[config.mk]
export PLATFORM = sky130hd
export DESIGN_NAME = adsl_ctrl
export DESIGN_NICKNAME = d
export VERILOG_FILES = /design/src/sv/adsl_pkg.sv /design/src/sv/adsl_ctrl.sv
export SDC_FILE = /design/constraint.sdc
export NUM_CORES = 1
export LEC_CHECK = 0
export BUFFER_PORTS_ARGS = -buffer_cell sky130_fd_sc_hd__clkbuf_2
export CORE_AREA = 2 2 39 41
export DETAILED_ROUTE_END_ITERATION = 10
export DIE_AREA = 0 0 41 43
export HOLD_SLACK_MARGIN = 0.15
export PLACE_DENSITY = 0.52
export SKIP_LAST_GASP = 1
export SLEW_MARGIN = 20
export SYNTH_ARGS = -nofsm -noshare
export SYNTH_HDL_FRONTEND = slang
export SYNTH_SLANG_ARGS = --single-unit
[constraint.sdc]
create_clock -name aclk -period 1.5 [get_ports aclk]
set_clock_uncertainty 0.05 [all_clocks]
set_input_delay 0.225 -clock aclk [delete_from_list [all_inputs] [get_ports aclk]]
set_output_delay 0.225 -clock aclk [all_outputs]
set_load 0.05 [all_outputs]
[src/sv/adsl_pkg.sv]
// Shared constants and controller/datapath interface types for the die and section lookup.
`default_nettype none
package adsl_pkg;

    // Fixed field widths and table sizes.
    localparam int ADDR_BITS    = 48;
    localparam int MAX_DIES     = 8;
    localparam int MAX_SECTIONS = 64;
    localparam int DIE_W        = 3;
    localparam int SEC_W        = 6;
    localparam int CNT_W        = 7;
    localparam int PTR_W        = 7;
    localparam int DC_W         = 4;
    localparam int SS_W         = 6;
    localparam int CFG_IDX_W    = 2;
    localparam int MEM_AW       = DIE_W + SEC_W;

    // Beat layouts.
    localparam int S_TDATA_W = 112;
    localparam int S_TUSER_W = 2;
    localparam int M_TDATA_W = 64;

    // Operation codes carried in the input tuser.
    localparam logic [1:0] OP_DIE_WR = 2'd0;
    localparam logic [1:0] OP_SEC_WR = 2'd1;
    localparam logic [1:0] OP_LOOKUP = 2'd2;

    // Configuration register indexes.
    localparam logic [CFG_IDX_W-1:0] REG_DIE_COUNT    = 2'd0;
    localparam logic [CFG_IDX_W-1:0] REG_SECTION_SIZE = 2'd1;

    // Reset value of the section size register.
    localparam logic [SS_W-1:0] SECTION_SIZE_RESET = 6'd28;

    // Commands from the controller to the datapath.
    typedef struct packed {
        logic load;
        logic die_step;
        logic sec_read;
        logic sec_cmp;
        logic out_load;
    } adsl_cmd_t;

    // Status from the datapath to the controller.
    typedef struct packed {
        logic empty;
        logic at_edge;
        logic die_hit;
        logic sec_hit;
    } adsl_status_t;

endpackage
`default_nettype wire

[src/sv/adsl_ctrl.sv]
// Controller: sequences item acceptance, the die search, the section search and the result beat.
`default_nettype none
module adsl_ctrl import adsl_pkg::*; (
    input  wire logic                 aclk,
    input  wire logic                 aresetn,
    input  wire logic                 s_tvalid,
    input  wire logic [S_TUSER_W-1:0] s_tuser,
    output logic                      s_tready,
    output logic                      m_tvalid,
    input  wire logic                 m_tready,
    input  wire adsl_status_t         status,
    output adsl_cmd_t                 cmd
);

    typedef enum logic [2:0] {
        ST_IDLE,
        ST_DIE,
        ST_SREAD,
        ST_SCMP,
        ST_DONE
    } state_t;

    state_t state_reg;
    logic   m_tvalid_reg;
    logic   accept;
    logic   out_free;

    assign s_tready = state_reg == ST_IDLE;
    assign accept   = s_tvalid && s_tready;
    assign out_free = !m_tvalid_reg || m_tready;
    assign m_tvalid = m_tvalid_reg;

    // Commands decoded from the state.
    always_comb begin
        cmd          = '0;
        cmd.load     = accept;
        cmd.die_step = (state_reg == ST_DIE) && !status.empty;
        cmd.sec_read = (state_reg == ST_SREAD) && !status.empty;
        cmd.sec_cmp  = state_reg == ST_SCMP;
        cmd.out_load = (state_reg == ST_DONE) && out_free;
    end

    // State and output valid.
    always_ff @(posedge aclk) begin
        if (!aresetn) begin
            state_reg    <= ST_IDLE;
            m_tvalid_reg <= 1'b0;
        end else begin
            // A new result beat replaces the one leaving; otherwise a taken beat clears.
            if ((state_reg == ST_DONE) && out_free) begin
                m_tvalid_reg <= 1'b1;
            end else if (m_tready) begin
                m_tvalid_reg <= 1'b0;
            end
            case (state_reg)
                ST_IDLE: begin
                    if (accept) begin
                        state_reg <= (s_tuser == OP_LOOKUP) ? ST_DIE : ST_DONE;
                    end
                end
                ST_DIE: begin
                    if (status.empty) begin
                        state_reg <= ST_DONE;
                    end else if (status.die_hit) begin
                        state_reg <= ST_SREAD;
                    end else if (status.at_edge) begin
                        state_reg <= ST_DONE;
                    end
                end
                ST_SREAD: begin
                    state_reg <= status.empty ? ST_DONE : ST_SCMP;
                end
                ST_SCMP: begin
                    if (status.sec_hit || status.at_edge) begin
                        state_reg <= ST_DONE;
                    end else begin
                        state_reg <= ST_SREAD;
                    end
                end
                ST_DONE: begin
                    if (out_free) begin
                        state_reg <= ST_IDLE;
                    end
                end
                default: state_reg <= ST_IDLE;
            endcase
        end
    end

endmodule
`default_nettype wire

==> qor.yml, run 1 <==
status: "complete, no violations"
routed_wl_microns: 811
placed_cells: 69
critPathTopFamily: "simple AND/OR/NAND/NOR gates"
core_sq_um: 1380
ant_nets: 0
clock_latency_ns: 0.24
grt_antenna_before_repair: 0
gp_congestion: 0.667
critical_path_buf_inv_count: 1
peakVddDrop_v: 0.000334
ctsHtreeMaxLevel: 1
cts_hold_buf: 0
worst-path-max-fanout: 6
grt_setup_unrepaired: "true"
start_util_pct: 23.6
cap_violations: 0
slowest_stage: "dfxtp_4"
synth_cell_type_count: 23
num_rows: 14
required_ns: 1.22
hold_ws_ns: 0.177
cts_sinks: 4
finalCritPeriodShare_pct: 98.1
start_kind: "flop"
vias: 347
worst_pin_slew_ns: 0.304
cp_slowest_stage_delay_ns: 0.40
syn2layout_area_growth_pct: 68.6
min-delay-path-class: "input port to flop"
dpl.hpwl_microns: 618
critical_path_class: "flop to output port"
cts_buffers: 3
final_common_cell: "clkbuf_2"
cts-root-buf: "clkbuf_4"
p_per_area_nw_per_um2: 672
synth_fa_ha_area_share_pct: 0
grt_pass1_wl_microns: 1270
finalSetupViolCount: 0
final.setup.tns_ns: 0
drc: 0
synth-simple-area-share_pct: 49.0
wl_per_cell_microns: 10.8
period_minus_slack_ns: 1.47
slew_viol_final: 0
finalHoldViolCount: 0
clock.fmax_mhz: 679
largest_reg_flops: 3
maxSlewHeadroom_pct: 79.4
pin_count: 17
syn_avg_cell_area_sq_um: 8.83
ys_warn_count: 0
clk_pin_slew_worst_paths_ns: 0.04
synth_top_family_by_area: "simple AND/OR/NAND/NOR gates"
cp.arrival_ns: 1.20
dieArea_sq_um: 1760
ys_seq_area_share_pct: 24.5
drt_iter0_drc: 4
layout_common_cells: "10 x clkbuf_2, 5 x clkbuf_4, 5 x buf_4, 3 x nor2b_1, 3 x nor2_1"
crit_chain: "nor3b_4, nor2b_4, buf_8"
drt_first_pass_iters: 2
cts_buffer_depth: 2
diodes: 0
synth_fp_nets: 47
synth-xor-area-share_pct: 0
viasPerCell: 4.63
p_leak_uw: 0.000235
nets: 71
grt_use_total_pct: 11.0
grt_start_max_net_pins: 10
finalPower_uw: 370
netlist_area_sq_um: 327
die_w_microns: 41
finalNonFillerCells: 75
overflow: 0
die_y_microns: 43
grt_pass1_vias: 315
synth_compound_area_share_pct: 17.2
synthCells: 37
drive_above_1_share_pct: 59.3
synth-seq-cells: 4
portBuffers: 16
cts_tree: "done"
synthMuxAreaShare_pct: 0
endpoint_kind: "output port"
[cell families after synthesis]
kind of cell           Yosys count
buffers and inverters            4
AOI/OAI and AO/OA                8
and+or+nand+nor                 21
DFF                              4
[per-stage QoR]
step | util, % | worst slack (ns) | cell area, sq um
final | 39.8 | 0.0283 | 551
after global routing | 39.8 | -0.0375 | 551
after global placement | 32.5 | 0.131 | 450
after detailed placement | 32.5 | 0.123 | 450
after CTS | 38.0 | 0.00208 | 526
after floorplan | - | -0.0470 | 345
[final cells by class]
class                   instances  area (sq um)
multi-input cells              29           244
clock buffers                   3          22.5
well taps                      16          20.0
inverters                       1          3.75
repair buffers                 22           171
fillers                       146           833
flip-flops and latches          4          88.8
[layer usage]
| metal | vias to the layer above | part of all wire [%] | global-route usage (%) |
|---|---|---|---|
| met2 | 12 | 50 | 17.2 |
| li1 | 176 | - | - |
| met1 | 159 | 43 | 11.6 |
| met5 | - | 0 | 0 |
| met4 | 0 | 0 | 2.00 |
| met3 | 0 | 7.2 | 7.85 |
[synth_stat cells, drive strengths merged]
library cell	n	share of area, %
and2	3	5.7
nand2	2	3.1
o21a	1	2.3
a21boi	2	4.6
o21ai	2	3.1
nor3b	2	6.1
o31ai	1	2.3
and3	1	1.9
a31o	1	2.7
nor3	1	1.5
nor4bb	1	3.1
dfxtp	4	25
buf	3	8.0
nor2b	4	7.7
and4bb	1	3.8
inv	1	1.1
nor2	3	3.4
o21bai	1	2.3
nor4b	3	13
[tightest hold or removal path, cell delays in order]
cell      delay (ns)
clkbuf_2        0.10
nand2_1         0.05
a21boi_1        0.05
[where the power goes]
group / total [uW] / internal [uW] / switching, uW
Sequential: 119 / 110 / 8.80
Combinational: 113 / 53.4 / 59.9
Clock: 138 / 89.8 / 48.2
Total: 370 / 253 / 117
[worst paths after layout]
check                                   from  cells after the start  slack, ns            to
worst min-delay path               status[1]                      3       0.18  state_reg[1]
worst max-delay path            state_reg[2]                      3       0.03        cmd[0]
worst max register to register  state_reg[1]                      4       0.20  state_reg[2]
worst min register to register  state_reg[2]                      3       0.61  state_reg[1]
[what timing repair did]
| action | CTS | global route |
|---|---|---|
| endpoints found under the setup margin | 6 | 6 |
| gates resized for setup | 13 | 5 |
| buffers inserted | 1 | 2 |
| pin swaps | 1 | 0 |
Power figures use the tool's default switching activity.
==> run 2, diff against run 1 <==
--- a/config.mk
+++ b/config.mk
@@ -6,11 +6,13 @@
 export NUM_CORES = 1
 export LEC_CHECK = 0
 export BUFFER_PORTS_ARGS = -buffer_cell sky130_fd_sc_hd__clkbuf_2
-export CORE_AREA = 2 2 39 41
+export CELL_PAD_IN_SITES_DETAIL_PLACEMENT = 1
+export CELL_PAD_IN_SITES_GLOBAL_PLACEMENT = 2
+export CORE_MARGIN = 2
+export CORE_UTILIZATION = 22
 export DETAILED_ROUTE_END_ITERATION = 10
-export DIE_AREA = 0 0 41 43
 export HOLD_SLACK_MARGIN = 0.15
-export PLACE_DENSITY = 0.52
+export PLACE_DENSITY = 0.75
 export SKIP_LAST_GASP = 1
 export SLEW_MARGIN = 20
 export SYNTH_ARGS = -nofsm -noshare
==> run 2 against run 1 <==
Against the previous run:
- non-clock buffer count is 3 higher
- count of clock-buffer cells in the layout stayed put
- maximum frequency is 1.2% lower
- die area is 2.6% higher
- critical path depth stayed put
- routed wire length is 28% higher
- highest routed layer is now met4
- worst hold slack better by 0.0046 ns
- flip-flop and latch count stayed put
==> qor.yml, run 2 (synthesized netlist as in run 1, its figures left out) <==
status: "complete, no violations"
start_kind: "flop"
clock_latency_ns: 0.24
fin_util_pct: 42.9
grt_setup_unrepaired: "true"
grt_pass1_vias: 388
start_util_pct: 24.2
num_rows: 13
slew_viol_final: 0
stdcell_area_sq_um: 579
pin_count: 17
wl_per_cell_microns: 13.5
layout_common_cells: "10 x clkbuf_2, 6 x buf_4, 5 x clkbuf_4"
nets: 74
dieArea_sq_um: 1810
ctsHtreeMaxLevel: 1
die_y_microns: 42.5
diodes: 0
cts_buffers: 3
dpl.hpwl_microns: 735
cts-root-buf: "clkbuf_4"
portBuffers: 16
clock.fmax_mhz: 672
worst-path-max-fanout: 6
core_sq_um: 1350
finalCritPeriodShare_pct: 99.3
final.setup.tns_ns: 0
cts_buffer_depth: 2
drc: 0
grt_use_total_pct: 14.3
drt_first_pass_iters: 2
cap_violations: 0
p_leak_uw: 0.000253
finalHoldViolCount: 0
place_area_sq_um: 437
critical_path_buf_inv_count: 1
drt_iter0_drc: 3
routed_wl_microns: 1040
ant_nets: 0
drive_above_1_share_pct: 62.9
required_ns: 1.22
critPathTopFamily: "simple AND/OR/NAND/NOR gates"
clk_pin_slew_worst_paths_ns: 0.04
min-delay-path-class: "input port to flop"
final_common_cell: "clkbuf_2"
endpoint_kind: "output port"
slowest_stage: "dfxtp_4"
period_minus_slack_ns: 1.49
viasPerCell: 5.01
finalSetupViolCount: 0
overflow: 0
cts_sinks: 4
grt_start_max_net_pins: 8
vias: 386
peakVddDrop_v: 0.000366
cts_hold_buf: 0
p_per_area_nw_per_um2: 644
worst_pin_slew_ns: 0.341
grt_pass1_wl_microns: 1840
die_w_microns: 42.5
syn2layout_area_growth_pct: 77.4
cts_tree: "done"
cp_slowest_stage_delay_ns: 0.39
gp_congestion: 0.712
grt_antenna_before_repair: 0
maxSlewHeadroom_pct: 77.2
largest_reg_flops: 3
crit_chain: "nor3b_4, nor2b_4, buf_8"
pre_cts_slack_ns: 0.103
setup_ws_ns: 0.0109
cp.arrival_ns: 1.21
critical_path_class: "flop to output port"
run 2: changes by cell type in the layout (fill, tap and decap cells not counted), sizes merged:
cell | previous run | this run
buf | 9 | 12
run 2: tightest hold or removal path, delay by kind of cell:
kind	cells	cell delay, ns
and+or+nand+nor	1	0.06
AOI/OAI and AO/OA	1	0.05
buffers and inverters	1	0.09
run 2: final timing paths:
| kind | from | end | slack (ns) | cells past startpoint |
|---|---|---|---|---|
| setup / recovery | state_reg[2] | cmd[0] | 0.01 | 3 |
| hold / removal | status[1] | state_reg[1] | 0.18 | 3 |
| setup reg to reg | state_reg[1] | state_reg[2] | 0.15 | 5 |
| hold reg to reg | state_reg[0] | state_reg[0] | 0.56 | 3 |
run 2: power breakdown:
group,total [uW],internal (uW),switching (uW)
sequential,117,109,8.63
combinational,120,56.8,63.1
clock,136,89.7,46.3
total,373,255,118
run 2: what timing repair did:
item                                    CTS  global route
pin swaps                                 3             3
gates resized for setup                  16             7
endpoints found under the setup margin    6             7
setup buffers                             6             0
run 2: through the flow:
step | total power, uW | hold WS [ns] | instances
after detailed placement | 215 | 0.437 | 68
after global routing | 406 | 0.180 | 77
after global placement | 214 | 0.436 | 68
final | 373 | 0.182 | 77
after CTS | 375 | 0.171 | 77
after floorplan | 188 | 0.293 | 37
run 2: layout make-up:
class | count | area, sq um
fill | 164 | 771
timing repair buffer | 25 | 193
sequential | 4 | 91.3
multi-input combinational | 29 | 250
inverter | 1 | 3.75
tap | 15 | 18.8
clock buffer | 3 | 22.5
run 2: layer usage:
metal	vias up	GRT usage, %	wire length (microns)
met4	0	7.50	14
met1	183	15.2	436
met3	2	5.60	65
li1	186	-	-
met2	15	24.0	521
met5	-	0	0
==> run 3, diff against run 2 <==
--- a/config.mk
+++ b/config.mk
@@ -8,7 +8,6 @@
 export BUFFER_PORTS_ARGS = -buffer_cell sky130_fd_sc_hd__clkbuf_2
 export CELL_PAD_IN_SITES_DETAIL_PLACEMENT = 1
 export CELL_PAD_IN_SITES_GLOBAL_PLACEMENT = 2
-export CORE_MARGIN = 2
 export CORE_UTILIZATION = 22
 export DETAILED_ROUTE_END_ITERATION = 10
 export HOLD_SLACK_MARGIN = 0.15
==> run 3 against run 2 <==
Against the previous run:
- the flow now finishes with violations (setup timing)
- design area shrank 2.4%
- sequential power is essentially flat
- cell count shrank 2.6%
- via count shrank 9.3%
- power shrank 2.7%
- combinational power shrank 6%
- flip-flop and latch count is the same
- critical path depth is the same
- routed wire length shrank 13%
==> qor.yml, run 3 (synthesized netlist as in run 1, its figures left out) <==
cts_buffers: 3
cts_buffer_depth: 2
syn2layout_area_growth_pct: 73.2
status: "complete, but fails checks"
cts_tree: "done"
grt_use_total_pct: 13.9
routed_wl_microns: 902
clk_pin_slew_worst_paths_ns: 0.03
period_minus_slack_ns: 1.50
pre_cts_slack_ns: 0.114
drt_first_pass_iters: 2
grt_pass1_vias: 331
drive_above_1_share_pct: 61.7
grt_antenna_before_repair: 0
crit_chain: "buf_12, nor4b_4, clkbuf_8"
critical_path_class: "flop to output port"
multi_input_area_sq_um: 246
required_ns: 1.22
maxSlewHeadroom_pct: 79.3
combinationalPowerShare_pct: 31.2
drc: 0
hp-start: "status[1]"
holdPathEnd: "state_reg[1]"
p_per_area_nw_per_um2: 642
wl_per_cell_microns: 12.0
p_leak_uw: 0.000242
endpoint_kind: "output port"
grt_pass1_wl_microns: 1450
cts_sinks: 4
gp_congestion: 0.746
worst-path-max-fanout: 4
clock_latency_ns: 0.23
cp.arrival_ns: 1.23
cap_violations: 0
pwr-share-clk_pct: 36.4
viasPerCell: 4.67
start_kind: "flop"
nets: 72
finalHoldViolCount: 0
internal_power_uw: 251
r2r_end: "state_reg[2]"
finalSetupViolCount: 1
final.setup.tns_ns: -0.00180
grt_start_max_net_pins: 10
clock.fmax_mhz: 666
num_rows: 13
largest_reg_flops: 3
switchingPower_uw: 111
min-delay-path-class: "input port to flop"
vias: 350
diodes: 0
cts-root-buf: "clkbuf_4"
regArea_sq_um: 91.3
portBuffers: 16
layout_common_cells: "11 x clkbuf_2, 5 x clkbuf_4, 5 x buf_4, 3 x nor2_1, 3 x dfxtp_4"
slew_viol_final: 0
dieArea_sq_um: 1640
slowest_stage: "dfxtp_4"
die_y_microns: 40.5
fillers: 166
cp_slowest_stage_delay_ns: 0.36
finalCritPeriodShare_pct: 100
die_w_microns: 40.5
ant_nets: 0
hold_depth: 3
seqPwrFrac_pct: 32.4
core_sq_um: 1330
ctsHtreeMaxLevel: 1
setup_ws_ns: -0.00180
violations: "setup timing"
reg2reg_setup_slack_ns: 0.09
drt_iter0_drc: 3
start_util_pct: 24.5
grt_setup_unrepaired: "true"
dpl.hpwl_microns: 640
overflow: 0
peakVddDrop_v: 0.000387
reg2regPathDepth: 6
final_common_cell: "clkbuf_2"
worst_pin_slew_ns: 0.307
pin_count: 17
rr_startpoint: "state_reg[1]"
power.share.switching_pct: 30.7
-- run 3: changes by cell type in the layout (fill, tap and decap cells not counted) --
cell / delta
nor2b_2: +1
buf_12: +1
buf_2: -1
buf_6: -2
nor2b_1: -1
buf_4: -1
clkbuf_2: +1
nor4b_1: +1
nor4b_2: -1
-- run 3: area by class of cell --
type | instances | share of cell area [%]
clock buffers | 3 | 3.98
inverters | 1 | 0.664
multi-input cells | 29 | 43.6
flip-flops and latches | 4 | 16.2
well taps | 15 | 3.32
repair buffers | 23 | 32.3
-- run 3: critical path: cells and delay by family, from the launching register on --
family                 cells  cell delay [ns]
buffers and inverters      2             0.37
DFF                        1             0.36
and+or+nand+nor            1             0.26
-- run 3: how the worst max path moves through the flow --
stage                       startpoint      to  slack (ns)  cells past startpoint
after floorplan           state_reg[1]  cmd[4]       -0.05                      4
after global placement    state_reg[1]  cmd[1]        0.09                      3
after detailed placement  state_reg[1]  cmd[3]        0.11                      3
after CTS                 state_reg[1]  cmd[3]       -0.03                      3
after global routing      state_reg[1]  cmd[3]       -0.06                      3
final                     state_reg[1]  cmd[3]      -0.002                      3
-- run 3: repair_timing --
item                       CTS  global route
hold buffers                 0             0
setup buffers                3             1
setup endpoints to repair    5             6
pin swaps                    1             3
resized for setup           13             7
-- run 3: power groups by stage --
stage	Sequential, uW	Combinational (uW)	Clock, uW
floorplan	124	63.8	0
global placement	121	92.6	0
detailed placement	122	92.5	0
CTS	118	104	137
global route	118	120	144
finish	118	113	132
-- run 3: layer usage --
layer	global-route usage, %	vias to the layer above	wire [microns]
met4	5.00	0	0
met5	0	-	0
met2	22.2	11	438
met3	5.00	0	41
met1	17.0	157	423
li1	-	182	-
-- run 3: through the flow --
stage                     total power [uW]  cells  hold WS [ns]  instance area (sq um)  utilization (%)
final                                  363     75         0.200                    566             42.4
after CTS                              359     74         0.189                    539             40.4
after global placement                 214     68         0.437                    449             33.7
after detailed placement               214     68         0.443                    449             33.7
after global routing                   383     75         0.216                    566             42.4
after floorplan                        188     37         0.293                    345                -
